### config.mk
export PLATFORM = sky130hd
export DESIGN_NAME = size_aware_lru_cache_directory_top
export DESIGN_NICKNAME = d
export VERILOG_FILES = /design/src/rtl/salru_pkg.sv /design/src/rtl/salru_cell.sv /design/src/rtl/size_aware_lru_cache_directory_top.sv
export VERILOG_INCLUDE_DIRS = /design/src /design/src/rtl
export SDC_FILE = /design/constraint.sdc
export NUM_CORES = 2
export LEC_CHECK = 0
export BUFFER_PORTS_ARGS = -buffer_cell sky130_fd_sc_hd__buf_2
export CORE_MARGIN = 4
export CORE_UTILIZATION = 59
export CTS_CLUSTER_SIZE = 10
export DETAILED_ROUTE_END_ITERATION = 7
export PLACE_DENSITY = 0.72
export SETUP_SLACK_MARGIN = 0.15
export SYNTH_ARGS = -nofsm -noshare
export SYNTH_HDL_FRONTEND = slang
export SYNTH_HIERARCHICAL = 1
export SYNTH_SLANG_ARGS = --single-unit
### constraint.sdc
create_clock -name clock -period 11.3 [get_ports clock]
set_clock_uncertainty 0.05 [all_clocks]
set_input_delay 1.695 -clock clock [delete_from_list [all_inputs] [get_ports clock]]
set_output_delay 1.695 -clock clock [all_outputs]
set_load 0.01 [all_outputs]
### src/rtl/assert_macros.svh
// assertion macros used by the directory top module
`ifndef ASSERT_MACROS_SVH
`define ASSERT_MACROS_SVH

// same-cycle implication
`define ASSERT_IMPLY(name, clk, rst, ante, cons) \
   name: assert property (@(posedge clk) disable iff (rst) (ante) |-> (cons)) \
      else $error("implication check failed");

// next-cycle implication
`define ASSERT_NEXT(name, clk, rst, ante, cons) \
   name: assert property (@(posedge clk) disable iff (rst) (ante) |=> (cons)) \
      else $error("next-cycle check failed");

`endif

### src/rtl/salru_pkg.sv
// types and constants of the size-aware lru directory
package salru_pkg;

   localparam int DEFAULT_MAX_SLOTS = 16;
   localparam int AGE_W     = 32;
   localparam int TAG_W     = 64;
   localparam int LEN_W     = 23;
   localparam int BYTES_W   = 25;
   localparam int LIMIT_W   = 5;
   localparam int SLOT_O_W  = 4;
   localparam int CNT_O_W   = 5;

   localparam logic [BYTES_W-1:0] BUDGET_CAP = 25'h100_0000;
   localparam logic [LEN_W-1:0]   ENTRY_CAP  = 23'h40_0000;

   localparam logic [1:0] REQ_LOOKUP = 2'd0;
   localparam logic [1:0] REQ_INSERT = 2'd1;
   localparam logic [1:0] REQ_CLEAR  = 2'd2;

   localparam logic CSR_ENTRY_LIMIT = 1'b0;
   localparam logic CSR_BYTE_BUDGET = 1'b1;

   typedef enum logic [2:0] {
      ST_IDLE,
      ST_CHECK,
      ST_SCAN,
      ST_DECIDE,
      ST_FINISH
   } state_type;

   typedef enum logic [1:0] {
      SCAN_MATCH,
      SCAN_FREE,
      SCAN_OLDEST
   } scan_mode_type;

   typedef enum logic [2:0] {
      CMD_NONE,
      CMD_STAMP,
      CMD_FILL,
      CMD_EVICT,
      CMD_CLEAR
   } cmd_op_type;

   // running search result handed from cell to cell
   typedef struct packed {
      logic              found;
      logic [AGE_W-1:0]  age;
      logic [LEN_W-1:0]  size;
   } carry_type;

   // update broadcast to all cells
   typedef struct packed {
      cmd_op_type        op;
      logic [AGE_W-1:0]  age;
      logic [LEN_W-1:0]  size;
   } cmd_type;

endpackage

### src/rtl/salru_cell.sv
// one directory slot with its link of the search chain
module salru_cell #(
   parameter int MAX_SLOTS = salru_pkg::DEFAULT_MAX_SLOTS,
   parameter int IDX       = 0,
   parameter int SLOT_W    = (MAX_SLOTS > 1) ? $clog2(MAX_SLOTS) : 1,
   parameter int CNT_W     = $clog2(MAX_SLOTS + 1)
) (
   input  logic                          clock,
   input  logic                          reset,
   input  logic [CNT_W-1:0]              limit,
   input  salru_pkg::scan_mode_type      mode,
   input  logic [salru_pkg::TAG_W-1:0]   req_tag,
   input  logic [salru_pkg::LEN_W-1:0]   req_klen,
   input  salru_pkg::cmd_type            cmd,
   input  logic [SLOT_W-1:0]             cmd_idx,
   input  salru_pkg::carry_type          carry_in,
   input  logic [SLOT_W-1:0]             carry_idx_in,
   output salru_pkg::carry_type          carry_out,
   output logic [SLOT_W-1:0]             carry_idx_out
);
   import salru_pkg::*;

   logic              valid_ff, valid_in;
   logic [TAG_W-1:0]  tag_ff;
   logic [LEN_W-1:0]  klen_ff;
   logic [LEN_W-1:0]  size_ff;
   logic [AGE_W-1:0]  age_ff;
   carry_type         carry_ff, carry_in_next;
   logic [SLOT_W-1:0] cidx_ff, cidx_in;
   logic              in_range, selected, take;

   assign in_range = CNT_W'(IDX) < limit;
   assign selected = (cmd_idx == SLOT_W'(IDX));

   always_comb begin
      case (mode)
         SCAN_MATCH:  take = !carry_in.found && in_range && valid_ff &&
                             (tag_ff == req_tag) && (klen_ff == req_klen);
         SCAN_FREE:   take = !carry_in.found && in_range && !valid_ff;
         SCAN_OLDEST: take = in_range && valid_ff &&
                             (!carry_in.found || (age_ff < carry_in.age));
         default:     take = 1'b0;
      endcase
      if (take) begin
         carry_in_next = '{found: 1'b1, age: age_ff, size: size_ff};
         cidx_in       = SLOT_W'(IDX);
      end else begin
         carry_in_next = carry_in;
         cidx_in       = carry_idx_in;
      end
   end

   always_comb begin
      valid_in = valid_ff;
      if (cmd.op == CMD_CLEAR) begin
         valid_in = 1'b0;
      end else if (selected && cmd.op == CMD_FILL) begin
         valid_in = 1'b1;
      end else if (selected && cmd.op == CMD_EVICT) begin
         valid_in = 1'b0;
      end
   end

   always_ff @(posedge clock) begin
      if (reset) begin
         valid_ff       <= 1'b0;
         carry_ff.found <= 1'b0;
      end else begin
         valid_ff       <= valid_in;
         carry_ff.found <= carry_in_next.found;
      end
      carry_ff.age  <= carry_in_next.age;
      carry_ff.size <= carry_in_next.size;
      cidx_ff       <= cidx_in;
      if (selected && cmd.op == CMD_FILL) begin
         tag_ff  <= req_tag;
         klen_ff <= req_klen;
         size_ff <= cmd.size;
      end
      if (selected && (cmd.op == CMD_FILL || cmd.op == CMD_STAMP)) begin
         age_ff <= cmd.age;
      end
   end

   assign carry_out     = carry_ff;
   assign carry_idx_out = cidx_ff;

endmodule

### src/rtl/size_aware_lru_cache_directory_top.sv
// Directory for a byte-budgeted lru cache: one slot per cell in a chain; a search walks the
// chain one cell per cycle. A clear, an unused request or a bypassed request goes straight
// to the finish state; a lookup runs one search pass, and an insert that evicts k entries
// runs k + 1 passes, one per eviction and a last one; one item is in work at a time.
module size_aware_lru_cache_directory_top #(
   parameter int MAX_SLOTS = salru_pkg::DEFAULT_MAX_SLOTS
) (
   input  logic                           clock,
   input  logic                           reset,
   input  logic                           csr_wr_en,
   input  logic                           csr_index,
   input  logic [salru_pkg::BYTES_W-1:0]  csr_wdata,
   input  logic                           req_valid,
   output logic                           req_stall,
   input  logic [1:0]                     req_type,
   input  logic [salru_pkg::TAG_W-1:0]    req_key_tag,
   input  logic [salru_pkg::LEN_W-1:0]    req_key_length,
   input  logic [salru_pkg::LEN_W-1:0]    req_entry_bytes,
   output logic                           rsp_valid,
   input  logic                           rsp_stall,
   output logic                           rsp_bypassed,
   output logic                           rsp_hit,
   output logic [salru_pkg::SLOT_O_W-1:0] rsp_slot,
   output logic                           rsp_admitted,
   output logic [salru_pkg::CNT_O_W-1:0]  rsp_evicted_count,
   output logic [salru_pkg::BYTES_W-1:0]  rsp_evicted_total,
   output logic [salru_pkg::BYTES_W-1:0]  rsp_occupied_bytes,
   output logic [salru_pkg::CNT_O_W-1:0]  rsp_entry_count
);
   import salru_pkg::*;
   `include "assert_macros.svh"

   localparam int SLOT_W = (MAX_SLOTS > 1) ? $clog2(MAX_SLOTS) : 1;
   localparam int CNT_W  = $clog2(MAX_SLOTS + 1);
   localparam int SCAN_W = (MAX_SLOTS > 1) ? $clog2(MAX_SLOTS) : 1;

   logic [LIMIT_W-1:0] entry_limit_ff;
   logic [BYTES_W-1:0] byte_budget_ff;

   state_type          state_ff, state_in;
   scan_mode_type      mode_ff, mode_in;
   logic [SCAN_W-1:0]  cnt_ff, cnt_in;
   logic [TAG_W-1:0]   tag_ff, tag_in;
   logic [LEN_W-1:0]   klen_ff, klen_in;
   logic [LEN_W-1:0]   eb_ff, eb_in;
   logic [AGE_W-1:0]   age_clock_ff, age_clock_in;
   logic [BYTES_W-1:0] held_bytes_ff, held_bytes_in;
   logic [CNT_W-1:0]   held_count_ff, held_count_in;
   logic [CNT_W-1:0]   ev_count_ff, ev_count_in;
   logic [BYTES_W-1:0] ev_total_ff, ev_total_in;
   logic               res_bypass_ff, res_bypass_in;
   logic               res_hit_ff, res_hit_in;
   logic [SLOT_W-1:0]  res_slot_ff, res_slot_in;
   logic               res_admit_ff, res_admit_in;
   logic               rsp_valid_ff, rsp_valid_in;
   logic               load_rsp;

   logic [CNT_W-1:0]   limit;
   logic [BYTES_W-1:0] budget;
   logic               req_take, bypass_cond, fits;
   cmd_type            cmd;
   logic [SLOT_W-1:0]  cmd_idx;

   carry_type          carry [0:MAX_SLOTS];
   logic [SLOT_W-1:0]  carry_idx [0:MAX_SLOTS];
   carry_type          last;
   logic [SLOT_W-1:0]  last_idx;

   // configuration
   always_ff @(posedge clock) begin
      if (reset) begin
         entry_limit_ff <= LIMIT_W'(16);
         byte_budget_ff <= BUDGET_CAP;
      end else if (csr_wr_en) begin
         case (csr_index)
            CSR_ENTRY_LIMIT: entry_limit_ff <= csr_wdata[LIMIT_W-1:0];
            CSR_BYTE_BUDGET: byte_budget_ff <= csr_wdata;
            default: ;
         endcase
      end
   end

   always_comb begin
      if (32'(entry_limit_ff) > 32'(MAX_SLOTS)) begin
         limit = CNT_W'(MAX_SLOTS);
      end else begin
         limit = CNT_W'(entry_limit_ff);
      end
      budget = (byte_budget_ff > BUDGET_CAP) ? BUDGET_CAP : byte_budget_ff;
   end

   assign req_stall   = (state_ff != ST_IDLE);
   assign req_take    = req_valid && !req_stall;
   assign bypass_cond = (limit == '0) || (budget == '0) ||
                        (req_entry_bytes > ENTRY_CAP) ||
                        (BYTES_W'(req_entry_bytes) > budget);
   assign fits = ((26'(held_bytes_ff) + 26'(eb_ff)) <= 26'(budget)) &&
                 (held_count_ff < limit);
   assign load_rsp = (state_ff == ST_FINISH) && (!rsp_valid_ff || !rsp_stall);

   // cell chain
   assign carry[0]     = '{found: 1'b0, age: '0, size: '0};
   assign carry_idx[0] = '0;

   for (genvar k = 0; k < MAX_SLOTS; k++) begin : g_cell
      salru_cell #(
         .MAX_SLOTS (MAX_SLOTS),
         .IDX       (k),
         .SLOT_W    (SLOT_W),
         .CNT_W     (CNT_W)
      ) u_cell (
         .clock         (clock),
         .reset         (reset),
         .limit         (limit),
         .mode          (mode_ff),
         .req_tag       (tag_ff),
         .req_klen      (klen_ff),
         .cmd           (cmd),
         .cmd_idx       (cmd_idx),
         .carry_in      (carry[k]),
         .carry_idx_in  (carry_idx[k]),
         .carry_out     (carry[k+1]),
         .carry_idx_out (carry_idx[k+1])
      );
   end

   assign last     = carry[MAX_SLOTS];
   assign last_idx = carry_idx[MAX_SLOTS];

   // next state
   always_comb begin
      state_in = state_ff;
      case (state_ff)
         ST_IDLE: begin
            if (req_take) begin
               if (req_type == REQ_LOOKUP && !bypass_cond) begin
                  state_in = ST_SCAN;
               end else if (req_type == REQ_INSERT && !bypass_cond) begin
                  state_in = ST_CHECK;
               end else begin
                  state_in = ST_FINISH;
               end
            end
         end
         ST_CHECK: state_in = ST_SCAN;
         ST_SCAN: begin
            if (cnt_ff == SCAN_W'(MAX_SLOTS - 1)) begin
               state_in = ST_DECIDE;
            end
         end
         ST_DECIDE: begin
            if (mode_ff == SCAN_OLDEST && last.found) begin
               state_in = ST_CHECK;
            end else begin
               state_in = ST_FINISH;
            end
         end
         ST_FINISH: begin
            if (load_rsp) begin
               state_in = ST_IDLE;
            end
         end
         default: state_in = ST_IDLE;
      endcase
   end

   // datapath and cell commands
   always_comb begin
      mode_in       = mode_ff;
      cnt_in        = cnt_ff;
      tag_in        = tag_ff;
      klen_in       = klen_ff;
      eb_in         = eb_ff;
      age_clock_in  = age_clock_ff;
      held_bytes_in = held_bytes_ff;
      held_count_in = held_count_ff;
      ev_count_in   = ev_count_ff;
      ev_total_in   = ev_total_ff;
      res_bypass_in = res_bypass_ff;
      res_hit_in    = res_hit_ff;
      res_slot_in   = res_slot_ff;
      res_admit_in  = res_admit_ff;
      cmd           = '{op: CMD_NONE, age: '0, size: '0};
      cmd_idx       = last_idx;
      case (state_ff)
         ST_IDLE: begin
            if (req_take) begin
               tag_in        = req_key_tag;
               klen_in       = req_key_length;
               eb_in         = req_entry_bytes;
               ev_count_in   = '0;
               ev_total_in   = '0;
               res_bypass_in = 1'b0;
               res_hit_in    = 1'b0;
               res_slot_in   = '0;
               res_admit_in  = 1'b0;
               mode_in       = SCAN_MATCH;
               cnt_in        = '0;
               if (req_type == REQ_CLEAR) begin
                  cmd.op        = CMD_CLEAR;
                  age_clock_in  = '0;
                  held_bytes_in = '0;
                  held_count_in = '0;
               end else if (req_type == REQ_LOOKUP || req_type == REQ_INSERT) begin
                  res_bypass_in = bypass_cond;
               end
            end
         end
         ST_CHECK: begin
            cnt_in  = '0;
            mode_in = fits ? SCAN_FREE : SCAN_OLDEST;
         end
         ST_SCAN: cnt_in = cnt_ff + SCAN_W'(1);
         ST_DECIDE: begin
            if (last.found) begin
               case (mode_ff)
                  SCAN_MATCH: begin
                     age_clock_in = age_clock_ff + AGE_W'(1);
                     cmd          = '{op: CMD_STAMP, age: age_clock_in, size: '0};
                     res_hit_in   = 1'b1;
                     res_slot_in  = last_idx;
                  end
                  SCAN_FREE: begin
                     age_clock_in  = age_clock_ff + AGE_W'(1);
                     cmd           = '{op: CMD_FILL, age: age_clock_in, size: eb_ff};
                     held_bytes_in = held_bytes_ff + BYTES_W'(eb_ff);
                     held_count_in = held_count_ff + CNT_W'(1);
                     res_admit_in  = 1'b1;
                     res_slot_in   = last_idx;
                  end
                  SCAN_OLDEST: begin
                     cmd           = '{op: CMD_EVICT, age: '0, size: '0};
                     held_bytes_in = held_bytes_ff - BYTES_W'(last.size);
                     held_count_in = held_count_ff - CNT_W'(1);
                     ev_count_in   = ev_count_ff + CNT_W'(1);
                     ev_total_in   = ev_total_ff + BYTES_W'(last.size);
                  end
                  default: ;
               endcase
            end
         end
         default: ;
      endcase
   end

   always_comb begin
      rsp_valid_in = rsp_valid_ff;
      if (load_rsp) begin
         rsp_valid_in = 1'b1;
      end else if (rsp_valid_ff && !rsp_stall) begin
         rsp_valid_in = 1'b0;
      end
   end

   always_ff @(posedge clock) begin
      if (reset) begin
         state_ff      <= ST_IDLE;
         mode_ff       <= SCAN_MATCH;
         cnt_ff        <= '0;
         age_clock_ff  <= '0;
         held_bytes_ff <= '0;
         held_count_ff <= '0;
         rsp_valid_ff  <= 1'b0;
      end else begin
         state_ff      <= state_in;
         mode_ff       <= mode_in;
         cnt_ff        <= cnt_in;
         age_clock_ff  <= age_clock_in;
         held_bytes_ff <= held_bytes_in;
         held_count_ff <= held_count_in;
         rsp_valid_ff  <= rsp_valid_in;
      end
      tag_ff        <= tag_in;
      klen_ff       <= klen_in;
      eb_ff         <= eb_in;
      ev_count_ff   <= ev_count_in;
      ev_total_ff   <= ev_total_in;
      res_bypass_ff <= res_bypass_in;
      res_hit_ff    <= res_hit_in;
      res_slot_ff   <= res_slot_in;
      res_admit_ff  <= res_admit_in;
      if (load_rsp) begin
         rsp_bypassed       <= res_bypass_ff;
         rsp_hit            <= res_hit_ff;
         rsp_slot           <= SLOT_O_W'(res_slot_ff);
         rsp_admitted       <= res_admit_ff;
         rsp_evicted_count  <= CNT_O_W'(ev_count_ff);
         rsp_evicted_total  <= ev_total_ff;
         rsp_occupied_bytes <= held_bytes_ff;
         rsp_entry_count    <= CNT_O_W'(held_count_ff);
      end
   end

   assign rsp_valid = rsp_valid_ff;

   `ASSERT_IMPLY(a_count_bound, clock, reset, 1'b1, 32'(held_count_ff) <= MAX_SLOTS)
   `ASSERT_NEXT(a_clear_empties, clock, reset, req_take && req_type == REQ_CLEAR,
                held_count_ff == '0 && held_bytes_ff == '0)
   `ASSERT_IMPLY(a_evict_has_entry, clock, reset,
                 state_ff == ST_DECIDE && mode_ff == SCAN_OLDEST && last.found,
                 held_count_ff != '0)

endmodule

==> reports/results.txt <==
Placer Congestion: 0.926
Max Cap Viol: 0
power consumption: 29500 uW
DRT Pass-1 Iters: 8
Avg WL per Cell: 29.6 um
Sw Ratio: 24.7%
Syn Area/Cell: 13.0 um^2
via count: 108063
Hold Crit Class: flip-flop to flip-flop
crit path DAT: 6.62 ns
area taken by flip-flops and latches: 95600 um^2
initial antenna violation count: 25
dpl ws: 5.81 ns
clk_lat worst skew: 0.92 ns
Final Slew Violations: 0
area of the multi-input gates: 58300 um^2
Peak VDD IR: 143 uV
drt drc: 0
H-tree levels: 5
total setup buffers inserted after CTS: 0
Startpoint Class: flip-flop
TNS Setup: 0 ns
fillcell total: 19315
combinational share of power: 10.4%
placement row count: 190
CP Class: flip-flop to flip-flop
Leak: 0.0638 uW
clock root cell: clkbuf_16
ratio of cells with drive above 1 in the final layout: 12.3%
fmax: 0.167 GHz
nets: 13516
setup violators final: 0
ANT nets after route: 0
Hold WS: 0.356 ns
sequential power share: 50.3%
I/O pin count: 212
Critical Path End Type: flip-flop
Power Dens Cells: 168 nW/um^2
CTS resizes: 0
Crit Path Max Fanout: 60
die width: 526 um
dpl hpwl: 312000 um
Worst-Margin Slew: 1.38 ns
Switch Pwr: 7300 uW
Area Overhead vs Synth: 11.0%
largest net degree at the start of global routing: 88
CTS buffer count: 401
Die H: 526 um
drt total wl: 490000 um
power share of the clock group: 39.3%
Core Box Area: 268000 um^2
Final period util: 52.9%
RSZ-0062 raised after global routing: false
Final WS setup: 5.33 ns
outcome: finished, final reports clean
Via density: 6.53
Final Hold Fails: 0
PortBufs: 211
Clock Sinks: 3532
CP Data Required Time: 11.94 ns
vias in the first global route: 105282
Total GRT Usage: 34.2%
first-pass GRT wire length: 703000 um
Syn Std Cell Area: 158000 um^2
CTS Hold Bufs: 0
fin crit period: 5.97 ns
Syn. warnings: 6
Syn Inst Count: 12190
CTS Buffer Depth: 4
Pint: 22200 uW
TritonCTS clock tree: yes
Congestion Overflow GR: 0
Slew HR: 7.45%
die area: 277000 um^2
CTS clk-pin slew, worst paths: 0.06 ns
initial core utilization: 59.2%
Starting DRT DRC Count: 13082
[metal layers]
metal / global-route usage (%) / wire (um)
met1: 43.5 / 180000
met2: 55.3 / 228000
met3: 5.54 / 46700
met4: 21.1 / 35800
met5: 0 / 69
[power by group through the flow]
stage	registers (uW)	logic [uW]	clock network, uW
6_report	14800	3080	11600
3_5_place_dp	15100	3000	0
2_1_floorplan	15100	1670	0
3_3_place_gp	15100	2900	0
5_1_grt	14800	3280	12300
4_1_cts	14800	3030	11700
[cell usage in the layout (no fill, tap or decap), types with 91 or more instances in the layout]
| master | count |
|---|---|
| a31oi_1 | 341 |
| dfxtp_1 | 1044 |
| buf_2 | 210 |
| and2_1 | 514 |
| nand2_1 | 354 |
| mux2_4 | 216 |
| xnor2_1 | 373 |
| o311ai_1 | 175 |
| mux2_2 | 128 |
| clkbuf_16 | 405 |
| xor2_1 | 1058 |
| a41oi_1 | 114 |
| o211ai_1 | 256 |
| inv_1 | 661 |
| buf_4 | 338 |
| nand3_1 | 599 |
| edfxtp_1 | 2486 |
| a21oi_1 | 332 |
| o21ai_0 | 277 |
| nand4_1 | 251 |
| nor2_1 | 248 |
| nor3_1 | 91 |
| conb_1 | 95 |
| ha_1 | 628 |
| nor4_1 | 338 |
| clkbuf_1 | 218 |
[worst paths after layout]
check | cells after the start | end | slack [ns] | start
worst max-delay path | 11 | g_cell[6].u_cell/carry_out[27] | 5.33 | entry_limit_ff[4]
worst min-delay path | 1 | g_cell[7].u_cell/carry_idx_out[2] | 0.36 | g_cell[6].u_cell/carry_idx_out[2]
worst max register to register | 11 | g_cell[6].u_cell/carry_out[27] | 5.33 | entry_limit_ff[4]
worst min register to register | 1 | g_cell[7].u_cell/carry_idx_out[2] | 0.36 | g_cell[6].u_cell/carry_idx_out[2]
[area by class of cell]
cell class,count,share of cell area [%]
sequential,3532,54.4
multi-input combinational,7586,33.2
clock buffer,629,6.28
tap,3552,2.53
timing repair buffer,552,2.08
inverter,667,1.43
clock inverter,20,0.137
antenna,19,0.0270
[per-stage QoR]
stage	area, um^2	cells	util, %
after CTS	176000	16537	65.7
after floorplan	159000	12284	-
after global placement	164000	15888	61.5
after global routing	176000	16543	65.7
final	176000	16557	65.7
after detailed placement	164000	15888	61.5
[sequential cells by signal (all words and copies together) (netlist names), 32 cells and up]
register,flops
g_cell.u_cell/tag_ff,1024
g_cell.u_cell/carry_out,864
g_cell.u_cell/age_ff,512
g_cell.u_cell/klen_ff,368
g_cell.u_cell/size_ff,368
g_cell.u_cell/carry_idx_out,64
tag_ff,64
age_clock_ff,32
[worst max-delay path, stage by stage, from the launching register on]
cell and delay (ns):
dfxtp_1 0.31, inv_1 0.24, nand2_1 0.18, inv_1 0.60, a311oi_1 0.30, nor3b_1 0.92, nand3_1 0.53, nor4_2 0.74
buf_4 0.73, a21o_2 0.22, buf_4 0.59, o311ai_0 0.25
Power figures use the tool's default switching activity.
